<file path="src/sv/spd_pkg.sv">
// Shared constants, register indexes and control/status types of the shortest-path block.
package spd_pkg;

  localparam int DEF_MAX_VERTICES = 16;
  localparam int DEF_WEIGHT_BITS  = 16;

  localparam int IN_WEIGHT_W = 16;
  localparam int VERTEX_W    = 4;
  localparam int DISTANCE_W  = 20;
  localparam int CFG_IDX_W   = 2;
  localparam int CFG_DATA_W  = 5;
  localparam int COUNT_W     = 5;
  localparam int OUT_DATA_W  = VERTEX_W + DISTANCE_W;

  localparam logic [CFG_IDX_W-1:0] CFG_COUNT  = 2'd0;
  localparam logic [CFG_IDX_W-1:0] CFG_SOURCE = 2'd1;
  localparam logic [CFG_IDX_W-1:0] CFG_TARGET = 2'd2;

  localparam logic [COUNT_W-1:0] COUNT_RESET = 5'd16;

  // Commands from the sequencer to the datapath.
  typedef struct packed {
    logic accept;       // take matrix words
    logic recalc;       // one step of the row/column rebuild
    logic init;         // reset the search arrays; only the source is known
    logic scan;         // one step of the minimum search
    logic settle;       // settle the chosen vertex
    logic relax_issue;  // issue one matrix read of the relaxation sweep
    logic emit;         // load one path word into the output register
    logic emit_unr;     // load the unreachable word
  } spd_cmd_t;

  // Status from the datapath to the sequencer.
  typedef struct packed {
    logic cnt_wr;
    logic start;
    logic recal_done;
    logic cfg_bad;
    logic idx_last;
    logic found;
    logic u_is_dst;
    logic walk_last;
    logic out_free;
  } spd_sts_t;

endpackage

</file>
<file path="src/sv/spd_ctrl.sv">
// Sequencer of the shortest-path block: load, search sweeps and path output.
module spd_ctrl (
  input  logic              clk,
  input  logic              rst_n,
  input  spd_pkg::spd_sts_t sts,
  output spd_pkg::spd_cmd_t cmd
);
  import spd_pkg::*;

  typedef enum logic [3:0] {
    S_LOAD, S_RECALC, S_INIT, S_SCAN, S_PICK, S_RELAX, S_DRAIN, S_EMIT, S_UNREACH
  } state_t;

  state_t state_r, state_nxt;

  always_comb begin
    state_nxt = state_r;
    cmd       = '0;
    unique case (state_r)
      S_LOAD: begin
        cmd.accept = 1'b1;
        if (sts.cnt_wr) state_nxt = S_RECALC;
        else if (sts.start) state_nxt = S_INIT;
      end
      S_RECALC: begin
        cmd.recalc = 1'b1;
        if (sts.recal_done) state_nxt = S_LOAD;
      end
      S_INIT: begin
        cmd.init  = 1'b1;
        state_nxt = sts.cfg_bad ? S_UNREACH : S_SCAN;
      end
      S_SCAN: begin
        cmd.scan = 1'b1;
        if (sts.idx_last) state_nxt = S_PICK;
      end
      S_PICK: begin
        if (!sts.found) begin
          state_nxt = S_UNREACH;
        end else begin
          cmd.settle = 1'b1;
          state_nxt  = sts.u_is_dst ? S_EMIT : S_RELAX;
        end
      end
      S_RELAX: begin
        cmd.relax_issue = 1'b1;
        if (sts.idx_last) state_nxt = S_DRAIN;
      end
      S_DRAIN: state_nxt = S_SCAN;
      S_EMIT: begin
        if (sts.out_free) begin
          cmd.emit = 1'b1;
          if (sts.walk_last) state_nxt = S_LOAD;
        end
      end
      S_UNREACH: begin
        if (sts.out_free) begin
          cmd.emit_unr = 1'b1;
          state_nxt    = S_LOAD;
        end
      end
      default: state_nxt = S_LOAD;
    endcase
  end

  always_ff @(posedge clk) begin
    if (!rst_n) state_r <= S_LOAD;
    else state_r <= state_nxt;
  end

  a_start_init: assert property (@(posedge clk) disable iff (!rst_n)
    (state_r == S_LOAD && !sts.cnt_wr && sts.start) |=> state_r == S_INIT)
    else $error("search did not start after last entry");
  a_settle_found: assert property (@(posedge clk) disable iff (!rst_n)
    cmd.settle |-> sts.found)
    else $error("settle without a candidate");
  a_emit_free: assert property (@(posedge clk) disable iff (!rst_n)
    (cmd.emit || cmd.emit_unr) |-> sts.out_free)
    else $error("output register overwritten");
endmodule

</file>
<file path="src/sv/spd_dpath.sv">
// Datapath of the shortest-path block: matrix memory, search arrays and output register.
module spd_dpath #(
  parameter int MAX_VERTICES = spd_pkg::DEF_MAX_VERTICES,
  parameter int WEIGHT_BITS  = spd_pkg::DEF_WEIGHT_BITS
) (
  input  logic                          clk,
  input  logic                          rst_n,
  input  spd_pkg::spd_cmd_t             cmd,
  output spd_pkg::spd_sts_t             sts,
  input  logic                          in_valid,
  input  logic [spd_pkg::IN_WEIGHT_W-1:0] in_weight,
  input  logic                          in_last,
  output logic                          out_valid,
  input  logic                          out_ready,
  output logic [spd_pkg::VERTEX_W-1:0]  out_vertex,
  output logic [spd_pkg::DISTANCE_W-1:0] out_distance,
  output logic                          out_reach,
  output logic                          out_last,
  input  logic                          cfg_valid,
  output logic                          cfg_ready,
  input  logic [spd_pkg::CFG_IDX_W-1:0] cfg_index,
  input  logic [spd_pkg::CFG_DATA_W-1:0] cfg_data
);
  import spd_pkg::*;

  localparam int VW = (MAX_VERTICES > 1) ? $clog2(MAX_VERTICES) : 1;
  localparam int NW = $clog2(MAX_VERTICES + 1);
  localparam int PW = $clog2(MAX_VERTICES * MAX_VERTICES + 1);
  localparam int DW = WEIGHT_BITS + VW;
  localparam int AW = 2 * VW;

  logic [COUNT_W-1:0]  cnt_r;
  logic [VERTEX_W-1:0] src_r, dst_r;
  logic [31:0]         n_lim;
  logic [NW-1:0]       n_act, n_m1;
  logic [VW-1:0]       src_v, dst_v;

  logic [PW-1:0] pos_r, row_r, col_r;
  logic          row_ok, in_fire;
  logic [WEIGHT_BITS-1:0] w_in, rd_q;
  logic [WEIGHT_BITS-1:0] mem [2**AW];

  logic [DW-1:0] dist_r [MAX_VERTICES];
  logic [VW-1:0] pred_r [MAX_VERTICES];
  logic [MAX_VERTICES-1:0] known_r, settled_r;
  logic [VW-1:0] idx_r, u_r, v_r, k_r, rj_r;
  logic [DW-1:0] best_r, cand;
  logic          found_r, rv_r, scan_hit, relax_hit, walk_last;

  assign cfg_ready = 1'b1;

  always_ff @(posedge clk) begin
    if (!rst_n) begin
      cnt_r <= COUNT_RESET;
      src_r <= '0;
      dst_r <= '0;
    end else if (cfg_valid) begin
      unique case (cfg_index)
        CFG_COUNT:  cnt_r <= cfg_data;
        CFG_SOURCE: src_r <= cfg_data[VERTEX_W-1:0];
        CFG_TARGET: dst_r <= cfg_data[VERTEX_W-1:0];
        default: ;
      endcase
    end
  end

  // Clamp the vertex count into 1..MAX_VERTICES.
  always_comb begin
    if (cnt_r == '0) n_lim = 32'd1;
    else if (32'(cnt_r) > 32'(MAX_VERTICES)) n_lim = 32'(MAX_VERTICES);
    else n_lim = 32'(cnt_r);
  end
  assign n_act = NW'(n_lim);
  assign n_m1  = n_act - NW'(1);
  assign src_v = VW'(src_r);
  assign dst_v = VW'(dst_r);

  assign in_fire = in_valid && cmd.accept;
  assign row_ok  = row_r < PW'(n_act);
  assign w_in    = WEIGHT_BITS'(in_weight);

  // Load position kept as row and column; a new count rebuilds them by subtraction.
  always_ff @(posedge clk) begin
    if (!rst_n) begin
      pos_r <= '0;
      row_r <= '0;
      col_r <= '0;
    end else if (cfg_valid && cfg_index == CFG_COUNT) begin
      row_r <= '0;
      col_r <= pos_r;
    end else if (cmd.recalc && !sts.recal_done) begin
      col_r <= col_r - PW'(n_act);
      row_r <= row_r + PW'(1);
    end else if (in_fire) begin
      if (in_last) begin
        pos_r <= '0;
        row_r <= '0;
        col_r <= '0;
      end else if (row_ok) begin
        pos_r <= pos_r + PW'(1);
        if (col_r == PW'(n_m1)) begin
          col_r <= '0;
          row_r <= row_r + PW'(1);
        end else begin
          col_r <= col_r + PW'(1);
        end
      end
    end
  end

  always_ff @(posedge clk) begin
    if (in_fire && row_ok) mem[{row_r[VW-1:0], col_r[VW-1:0]}] <= w_in;
    rd_q <= mem[{u_r, idx_r}];
  end

  assign scan_hit  = !settled_r[idx_r] && known_r[idx_r] &&
                     (!found_r || dist_r[idx_r] < best_r);
  assign cand      = best_r + DW'(rd_q);
  assign relax_hit = rv_r && (rj_r != u_r) && (rd_q != '0) && !settled_r[rj_r] &&
                     (!known_r[rj_r] || cand < dist_r[rj_r]);
  assign walk_last = (v_r == src_v) || (NW'(k_r) == n_m1);

  always_ff @(posedge clk) begin
    if (!rst_n) begin
      known_r   <= '0;
      settled_r <= '0;
      found_r   <= 1'b0;
      rv_r      <= 1'b0;
      idx_r     <= '0;
    end else begin
      rv_r <= cmd.relax_issue;
      if (cmd.init) begin
        known_r   <= {{(MAX_VERTICES-1){1'b0}}, 1'b1} << src_v;
        settled_r <= '0;
        found_r   <= 1'b0;
        idx_r     <= '0;
      end else if (cmd.scan || cmd.relax_issue) begin
        idx_r <= sts.idx_last ? '0 : idx_r + VW'(1);
      end
      if (cmd.scan && scan_hit) found_r <= 1'b1;
      if (cmd.settle) begin
        settled_r[u_r] <= 1'b1;
        found_r        <= 1'b0;
      end
      if (relax_hit) known_r[rj_r] <= 1'b1;
    end
  end

  always_ff @(posedge clk) begin
    rj_r <= idx_r;
    if (cmd.init) begin
      for (int i = 0; i < MAX_VERTICES; i++) begin
        dist_r[i] <= '0;
        pred_r[i] <= src_v;
      end
    end
    if (cmd.scan && scan_hit) begin
      u_r    <= idx_r;
      best_r <= dist_r[idx_r];
    end
    if (relax_hit) begin
      dist_r[rj_r] <= cand;
      pred_r[rj_r] <= u_r;
    end
    if (cmd.settle) begin
      v_r <= dst_v;
      k_r <= '0;
    end else if (cmd.emit) begin
      v_r <= pred_r[v_r];
      k_r <= k_r + VW'(1);
    end
  end

  always_ff @(posedge clk) begin
    if (!rst_n) out_valid <= 1'b0;
    else if (cmd.emit || cmd.emit_unr) out_valid <= 1'b1;
    else if (out_ready) out_valid <= 1'b0;
  end

  always_ff @(posedge clk) begin
    if (cmd.emit) begin
      out_vertex   <= VERTEX_W'(v_r);
      out_distance <= DISTANCE_W'(best_r);
      out_reach    <= 1'b1;
      out_last     <= walk_last;
    end else if (cmd.emit_unr) begin
      out_vertex   <= dst_r;
      out_distance <= '0;
      out_reach    <= 1'b0;
      out_last     <= 1'b1;
    end
  end

  always_comb begin
    sts            = '0;
    sts.cnt_wr     = cfg_valid && (cfg_index == CFG_COUNT);
    sts.start      = in_fire && in_last;
    sts.recal_done = col_r < PW'(n_act);
    sts.cfg_bad    = (32'(src_r) >= n_lim) || (32'(dst_r) >= n_lim);
    sts.idx_last   = NW'(idx_r) == n_m1;
    sts.found      = found_r;
    sts.u_is_dst   = u_r == dst_v;
    sts.walk_last  = walk_last;
    sts.out_free   = !out_valid || out_ready;
  end

  a_settle_mark: assert property (@(posedge clk) disable iff (!rst_n)
    cmd.settle |=> settled_r[$past(u_r)])
    else $error("settled vertex not marked");
  a_relax_unsettled: assert property (@(posedge clk) disable iff (!rst_n)
    relax_hit |-> (rj_r != u_r))
    else $error("relaxation touched the settling vertex");
  a_first_known: assert property (@(posedge clk) disable iff (!rst_n)
    (cmd.init && !sts.cfg_bad) |=> known_r[$past(src_v)])
    else $error("source not marked known");
endmodule

</file>
<file path="src/sv/shortest_path_dijkstra_matrix.sv">
// Top level of the adjacency-matrix shortest-path search block.
// Usage:
//   Input channel (in_*): one matrix word per beat, row-major over the
//   configured vertex count; a zero off the diagonal means no edge. in_tlast
//   marks the final word, which is stored and then starts the search.
//   Surplus words beyond n*n are dropped until in_tlast restarts loading.
//   Result channel (out_*): the path from target back to source, one vertex
//   per word, each with the total distance; out_tlast on the source word. An
//   unreachable target gives a single word with out_tuser low.
//   Config channel (cfg_*): vertex count, source and target by index; always
//   ready. A new vertex count holds in_tready low while the load position
//   is rebuilt.
// Timing: one matrix word per cycle while loading. The search uses a
//   matrix memory with one read port and a sequential minimum scan: for each
//   settled vertex a scan over all vertices, a pick step and a relaxation
//   sweep over one matrix row, then the path is emitted word by word.
// Reset clears the configuration to 16 vertices, source 0, target 0, and
//   empties the output register. A stalled receiver holds the path walk; the
//   output register keeps its word until taken.
module shortest_path_dijkstra_matrix #(
  parameter int MAX_VERTICES = spd_pkg::DEF_MAX_VERTICES,
  parameter int WEIGHT_BITS  = spd_pkg::DEF_WEIGHT_BITS
) (
  input  logic                            clk,
  input  logic                            rst_n,
  input  logic                            in_tvalid,
  output logic                            in_tready,
  input  logic [spd_pkg::IN_WEIGHT_W-1:0] in_tdata,   // [15:0] weight
  input  logic                            in_tlast,   // last_entry
  output logic                            out_tvalid,
  input  logic                            out_tready,
  output logic [spd_pkg::OUT_DATA_W-1:0]  out_tdata,  // [3:0] vertex, [23:4] distance
  output logic                            out_tuser,  // [0] reachable
  output logic                            out_tlast,  // last
  input  logic                            cfg_valid,
  output logic                            cfg_ready,
  input  logic [spd_pkg::CFG_IDX_W-1:0]   cfg_index,
  input  logic [spd_pkg::CFG_DATA_W-1:0]  cfg_data
);
  import spd_pkg::*;

  spd_cmd_t cmd;
  spd_sts_t sts;
  logic [VERTEX_W-1:0]   vertex;
  logic [DISTANCE_W-1:0] distance;

  // Sequencer: owns the phase of the run.
  spd_ctrl u_ctrl (
    .clk   (clk),
    .rst_n (rst_n),
    .sts   (sts),
    .cmd   (cmd)
  );

  // Datapath: matrix memory, distance arrays and the output word register.
  spd_dpath #(
    .MAX_VERTICES (MAX_VERTICES),
    .WEIGHT_BITS  (WEIGHT_BITS)
  ) u_dpath (
    .clk          (clk),
    .rst_n        (rst_n),
    .cmd          (cmd),
    .sts          (sts),
    .in_valid     (in_tvalid),
    .in_weight    (in_tdata),
    .in_last      (in_tlast),
    .out_valid    (out_tvalid),
    .out_ready    (out_tready),
    .out_vertex   (vertex),
    .out_distance (distance),
    .out_reach    (out_tuser),
    .out_last     (out_tlast),
    .cfg_valid    (cfg_valid),
    .cfg_ready    (cfg_ready),
    .cfg_index    (cfg_index),
    .cfg_data     (cfg_data)
  );

  // Words are taken only while the sequencer sits in its load phase.
  assign in_tready = cmd.accept;
  assign out_tdata = {distance, vertex};
endmodule
</file>
<file path="config.mk">
export PLATFORM = sky130hd
export DESIGN_NAME = shortest_path_dijkstra_matrix
export DESIGN_NICKNAME = d
export VERILOG_FILES = /design/src/sv/spd_pkg.sv /design/src/sv/spd_ctrl.sv /design/src/sv/spd_dpath.sv /design/src/sv/shortest_path_dijkstra_matrix.sv
export SDC_FILE = /design/constraint.sdc
export NUM_CORES = 2
export LEC_CHECK = 0
export BUFFER_PORTS_ARGS = -buffer_cell sky130_fd_sc_hd__buf_2
export CAP_MARGIN = 15
export CORE_UTILIZATION = 29
export DETAILED_ROUTE_END_ITERATION = 16
export PLACE_DENSITY = 0.44
export RECOVER_POWER = 50
export SYNTH_ARGS = -nofsm -noshare
export SYNTH_HDL_FRONTEND = slang
export SYNTH_HIERARCHICAL = 1
export SYNTH_MEMORY_MAX_BITS = 65536
export SYNTH_SLANG_ARGS = --single-unit
</file>
<file path="constraint.sdc">
create_clock -name clk -period 8.8 [get_ports clk]
set_input_delay 0 -clock clk [delete_from_list [all_inputs] [get_ports clk]]
set_output_delay 0 -clock clk [all_outputs]
set_load 0.005 [all_outputs]
</file>
==> key figures <==
Place
  – Placed insts: around 17000
  – Dpl hpwl: approximately 350 mm
  – # port buffers: 56
  – GPL Wtd Cong: between 0.8 and 0.9
  – Worst slack, placed: roughly 2200 ps
  – Placed cell area: roughly 200000 sq um

Global route
  – First-pass GRT wire length: 791 mm
  – All-Layer GR Usage: between 10% and 20%
  – Antenna violations before repair: 45
  – Largest net degree at the start of global routing: 169
  – Number of global-route vias before repair: roughly 95000
  – Overflow left after global routing: 0

Timing
  – Minimum clock period: 7590 ps
  – Peak Freq: around 130 MHz
  – Worst slew pin tran: around 7300 ps
  – Layout Skew: between 50 and 60 ps
  – Slew headroom: -386%
  – RSZ-0062 raised after global routing: false
  – Fin. max-slew vios: between 3000 and 4000
  – Final setup vio count: 0
  – Final period util: approximately 86%
  – Final worst setup slack: 1210 ps
  – TNS Setup: 0 ps
  – Hold Slack: between 400 and 500 ps
  – Hold Fails Final Rpt: 0

Hold path
  – Hold Path Class: in -> reg

Synthesis
  – Post-synthesis register bit count: ~4600
  – Netlist cell types: 88
  – Cell area after synthesis: roughly 190000 sq um
  – EDFF count, synth: roughly 4500
  – Post-Syn Nets: around 8900
  – Synth Warn #: 6
  – Async SR Flop Fraction: 0%
  – Cells after Synth: just under 9000
  – Main synth FF type: edfxtp_1
  – Avg Cell Area, Syn: about 21 sq um
  – Seq/Total Area, Yosys: roughly three quarters

Critical path
  – R2R cell count: 8
  – CP Capture Point: u_dpath/rd_q[1]$_DFF_P_
  – Slowest stage delay, CP: 2060 ps
  – Crit-path max FO: between 90 and 100
  – FF-to-FF setup slack: 1210 ps
  – Slowest cell on crit path: dfxtp_1
  – Worst Path Class, Setup: reg -> reg
  – RR Endpoint: u_dpath/rd_q[1]$_DFF_P_
  – CP Cell Sequence: clkbuf_1 -> buf_12 -> mux4_2 -> mux4_2 -> a22oi_1 -> nand3_1 -> o21ai_0 -> o22ai_1
  – Worst EP arrival: 8380 ps
  – Setup crit end kind: flip-flop
  – Crit path launch: u_dpath/idx_r[1]$_SDFFE_PP0N_
  – Worst setup SP type: flip-flop
  – Worst path most repeated cell: mux4_2
  – Worst reg2reg path startpoint: u_dpath/idx_r[1]$_SDFFE_PP0N_
  – Required @ worst endpoint: between 9000 and 10000 ps

Floorplanning
  – Die Width: between 800 and 900 um
  – I/O Pins: 58
  – Chip height: 803 um
  – Core footprint: 638000 sq um
  – Rows: roughly 290
  – Die area: ~650000 sq um
  – Starting density of the core: between 20% and 30%

Outcome
  – Failing checks: DRC, capacitance limit, slew limit
  – Status: complete, but fails checks

Clocking
  – Worst skew pair latency: about 1100 ps
  – Root buffer cell: clkbuf_16
  – TritonCTS buffer count: about 530
  – Post_cts resized: 0
  – H-tree lvl count: 6
  – Worst-path clk slew: approximately 60 ps
  – CTS tree: yes
  – Sinks on Clock Net: between 4000 and 5000
  – Clock Tree Buf Depth: 4

Run
  – Max-cap violations: between 60 and 70

Drt
  – DRT Wirelength: between 500 and 600 mm
  – Pre-antenna DRT Iters: 14
  – Routed len/inst: between 30 and 40 um
  – Vias/cell: around 5.1
  – Post-route antenna net violation count: 0
  – Via count: between 90000 and 100k
  – DRT iter0 DRCs: between 10000 and 15000
  – DRC: 42

Finish
  – FILL cells: slightly below 60000
  – Fin cells: 18300
  – Layout cells sized above 1: approximately 29%
  – Most common cell after layout, fill and taps aside: edfxtp_1
  – Commonest cells after routing, fill and taps aside: edfxtp_1 (4533), mux4_2 (1436), clkbuf_16 (532), nor2_1 (448), buf_4 (316)
  – Total Nets Final: around 9400
  – Design Area, Final: approximately 220000 sq um
  – Area growth syn-to-layout: 16.2%

Power
  – Max VDD drop: 0.000212 V
  – Power per cell area: 236 nW/um^2
  – Leak Pwr: roughly 65 nW
synth_stat cells (6+ instances only):
cell	n	area, sq um
nor3b_1	6	45.0
inv_1	93	349
a21o_1	15	113
buf_6	6	67.6
nand2b_1	25	156
xnor2_1	30	263
edfxtp_1	4533	136000
a22o_1	10	87.6
mux2_2	65	732
a22oi_1	34	255
buf_2	186	931
a221oi_1	11	96.3
nor4_1	23	144
clkbuf_1	275	1030
mux4_2	1436	32300
o22ai_1	35	219
a32oi_1	16	140
nor3_1	98	490
o221ai_1	13	114
and2_1	29	181
buf_4	38	285
dfxtp_1	116	2320
a31oi_1	21	131
or2_2	10	62.6
or4_1	17	128
nor2_1	620	2330
or3_1	23	144
a211oi_1	29	218
nor2b_1	39	244
ha_1	83	1040
a21oi_1	165	826
a211o_1	7	61.3
mux2i_1	140	1400
o21ai_0	69	345
nand3_1	50	250
nand4_1	31	194
xor2_1	22	193
buf_1	65	244
o31ai_1	8	60.1
o21a_1	12	90.1
nand2_1	176	661
o211ai_1	18	135
per-layer routing:
| layer | global-route usage [%] | vias up | wire [um] | share of wire, % |
|---|---|---|---|---|
| met3 | 2.67 | 723 | 35000 | 6.1 |
| met5 | 0 | - | 55 | 0.0096 |
| met2 | 28.1 | 3228 | 272000 | 47 |
| met4 | 3.92 | 8 | 14200 | 2.5 |
| li1 | - | 37900 | - | - |
| met1 | 24.6 | 51500 | 251000 | 44 |
layout make-up:
class	count	area, sq um	share of cell area [%]
sequential	4649	138000	64.0
multi-input combinational	3482	45500	21.0
clock buffer	636	13700	6.35
tap	8555	10700	4.95
timing repair buffer	535	4380	2.02
clock inverter	301	3160	1.46
inverter	100	390	0.180
antenna	21	52.6	0.0243
report_power, final:
part / switching, mW / total (mW) / internal [mW]
combinational: 2.71 / 4.21 / 1.51
sequential: 0.294 / 25.3 / 25.0
clock: 9.25 / 21.5 / 12.2
state kept, by name, summed over array words and instances (netlist names), 4 cells and up, named ones only:
| name | flops |
|---|---|
| u_dpath/k_r | 4 |
| u_dpath/out_distance | 20 |
| u_dpath/dist_r | 320 |
| u_dpath/u_r | 4 |
| u_ctrl/state_r | 4 |
| u_dpath/pos_r | 9 |
| u_dpath/known_r | 16 |
| u_dpath/row_r | 9 |
| u_dpath/pred_r | 64 |
| u_dpath/settled_r | 16 |
| u_dpath/out_vertex | 4 |
| u_dpath/cnt_r | 5 |
| u_dpath/src_r | 4 |
| u_dpath/rd_q | 16 |
| u_dpath/dst_r | 4 |
| u_dpath/v_r | 4 |
| u_dpath/rj_r | 4 |
| u_dpath/mem | 4096 |
| u_dpath/best_r | 20 |
| u_dpath/idx_r | 4 |
| u_dpath/col_r | 9 |
critical path, delay by kind of cell, from the launching register on:
family / cells / cell delay, ps
DFF: 1 / 2060
and+or+nand+nor: 1 / 320
buffers and inverters: 2 / 2480
AOI/OAI and AO/OA: 3 / 1300
muxes: 2 / 950
per-stage QoR:
stage               power [mW]  utilization, %
floorplan                 27.9               -
global placement          29.9            31.2
detailed placement        30.0            31.2
CTS                       51.6            34.0
global route              52.6            33.9
finish                    51.0            33.9
cells by family after synthesis:
| logic type | Yosys count | share of synthesized area [%] |
|---|---|---|
| AOI/OAI and AO/OA | 526 | 1.87 |
| muxes | 1645 | 18.5 |
| buffers and inverters | 670 | 1.58 |
| adders and majority gates | 85 | 0.579 |
| and+or+nand+nor | 1173 | 2.82 |
| DFF | 4649 | 74.4 |
| xor gates and xnor gates | 52 | 0.245 |
| other | 1 | 0.00201 |
worst min path at each step:
stage	cells after the start	end	slack, ps	from
floorplan	0	u_dpath/mem[0][0]$_DFFE_PP_	100	in_tdata[0]
global placement	3	u_dpath/cnt_r[4]$_SDFFE_PN1P_	260	cfg_data[4]
detailed placement	3	u_dpath/cnt_r[4]$_SDFFE_PN1P_	250	cfg_data[4]
CTS	2	u_dpath/mem[203][6]$_DFFE_PP_	20	in_tdata[6]
global route	5	u_dpath/dst_r[1]$_SDFFE_PN0P_	450	cfg_data[1]
finish	5	u_dpath/dst_r[1]$_SDFFE_PN0P_	470	cfg_data[1]
what timing repair did:
item,in CTS,in global routing
hold buffers,53,0
endpoints found under the hold margin,2143,0
buffers inserted,0,0
Power figures use the tool's default switching activity.
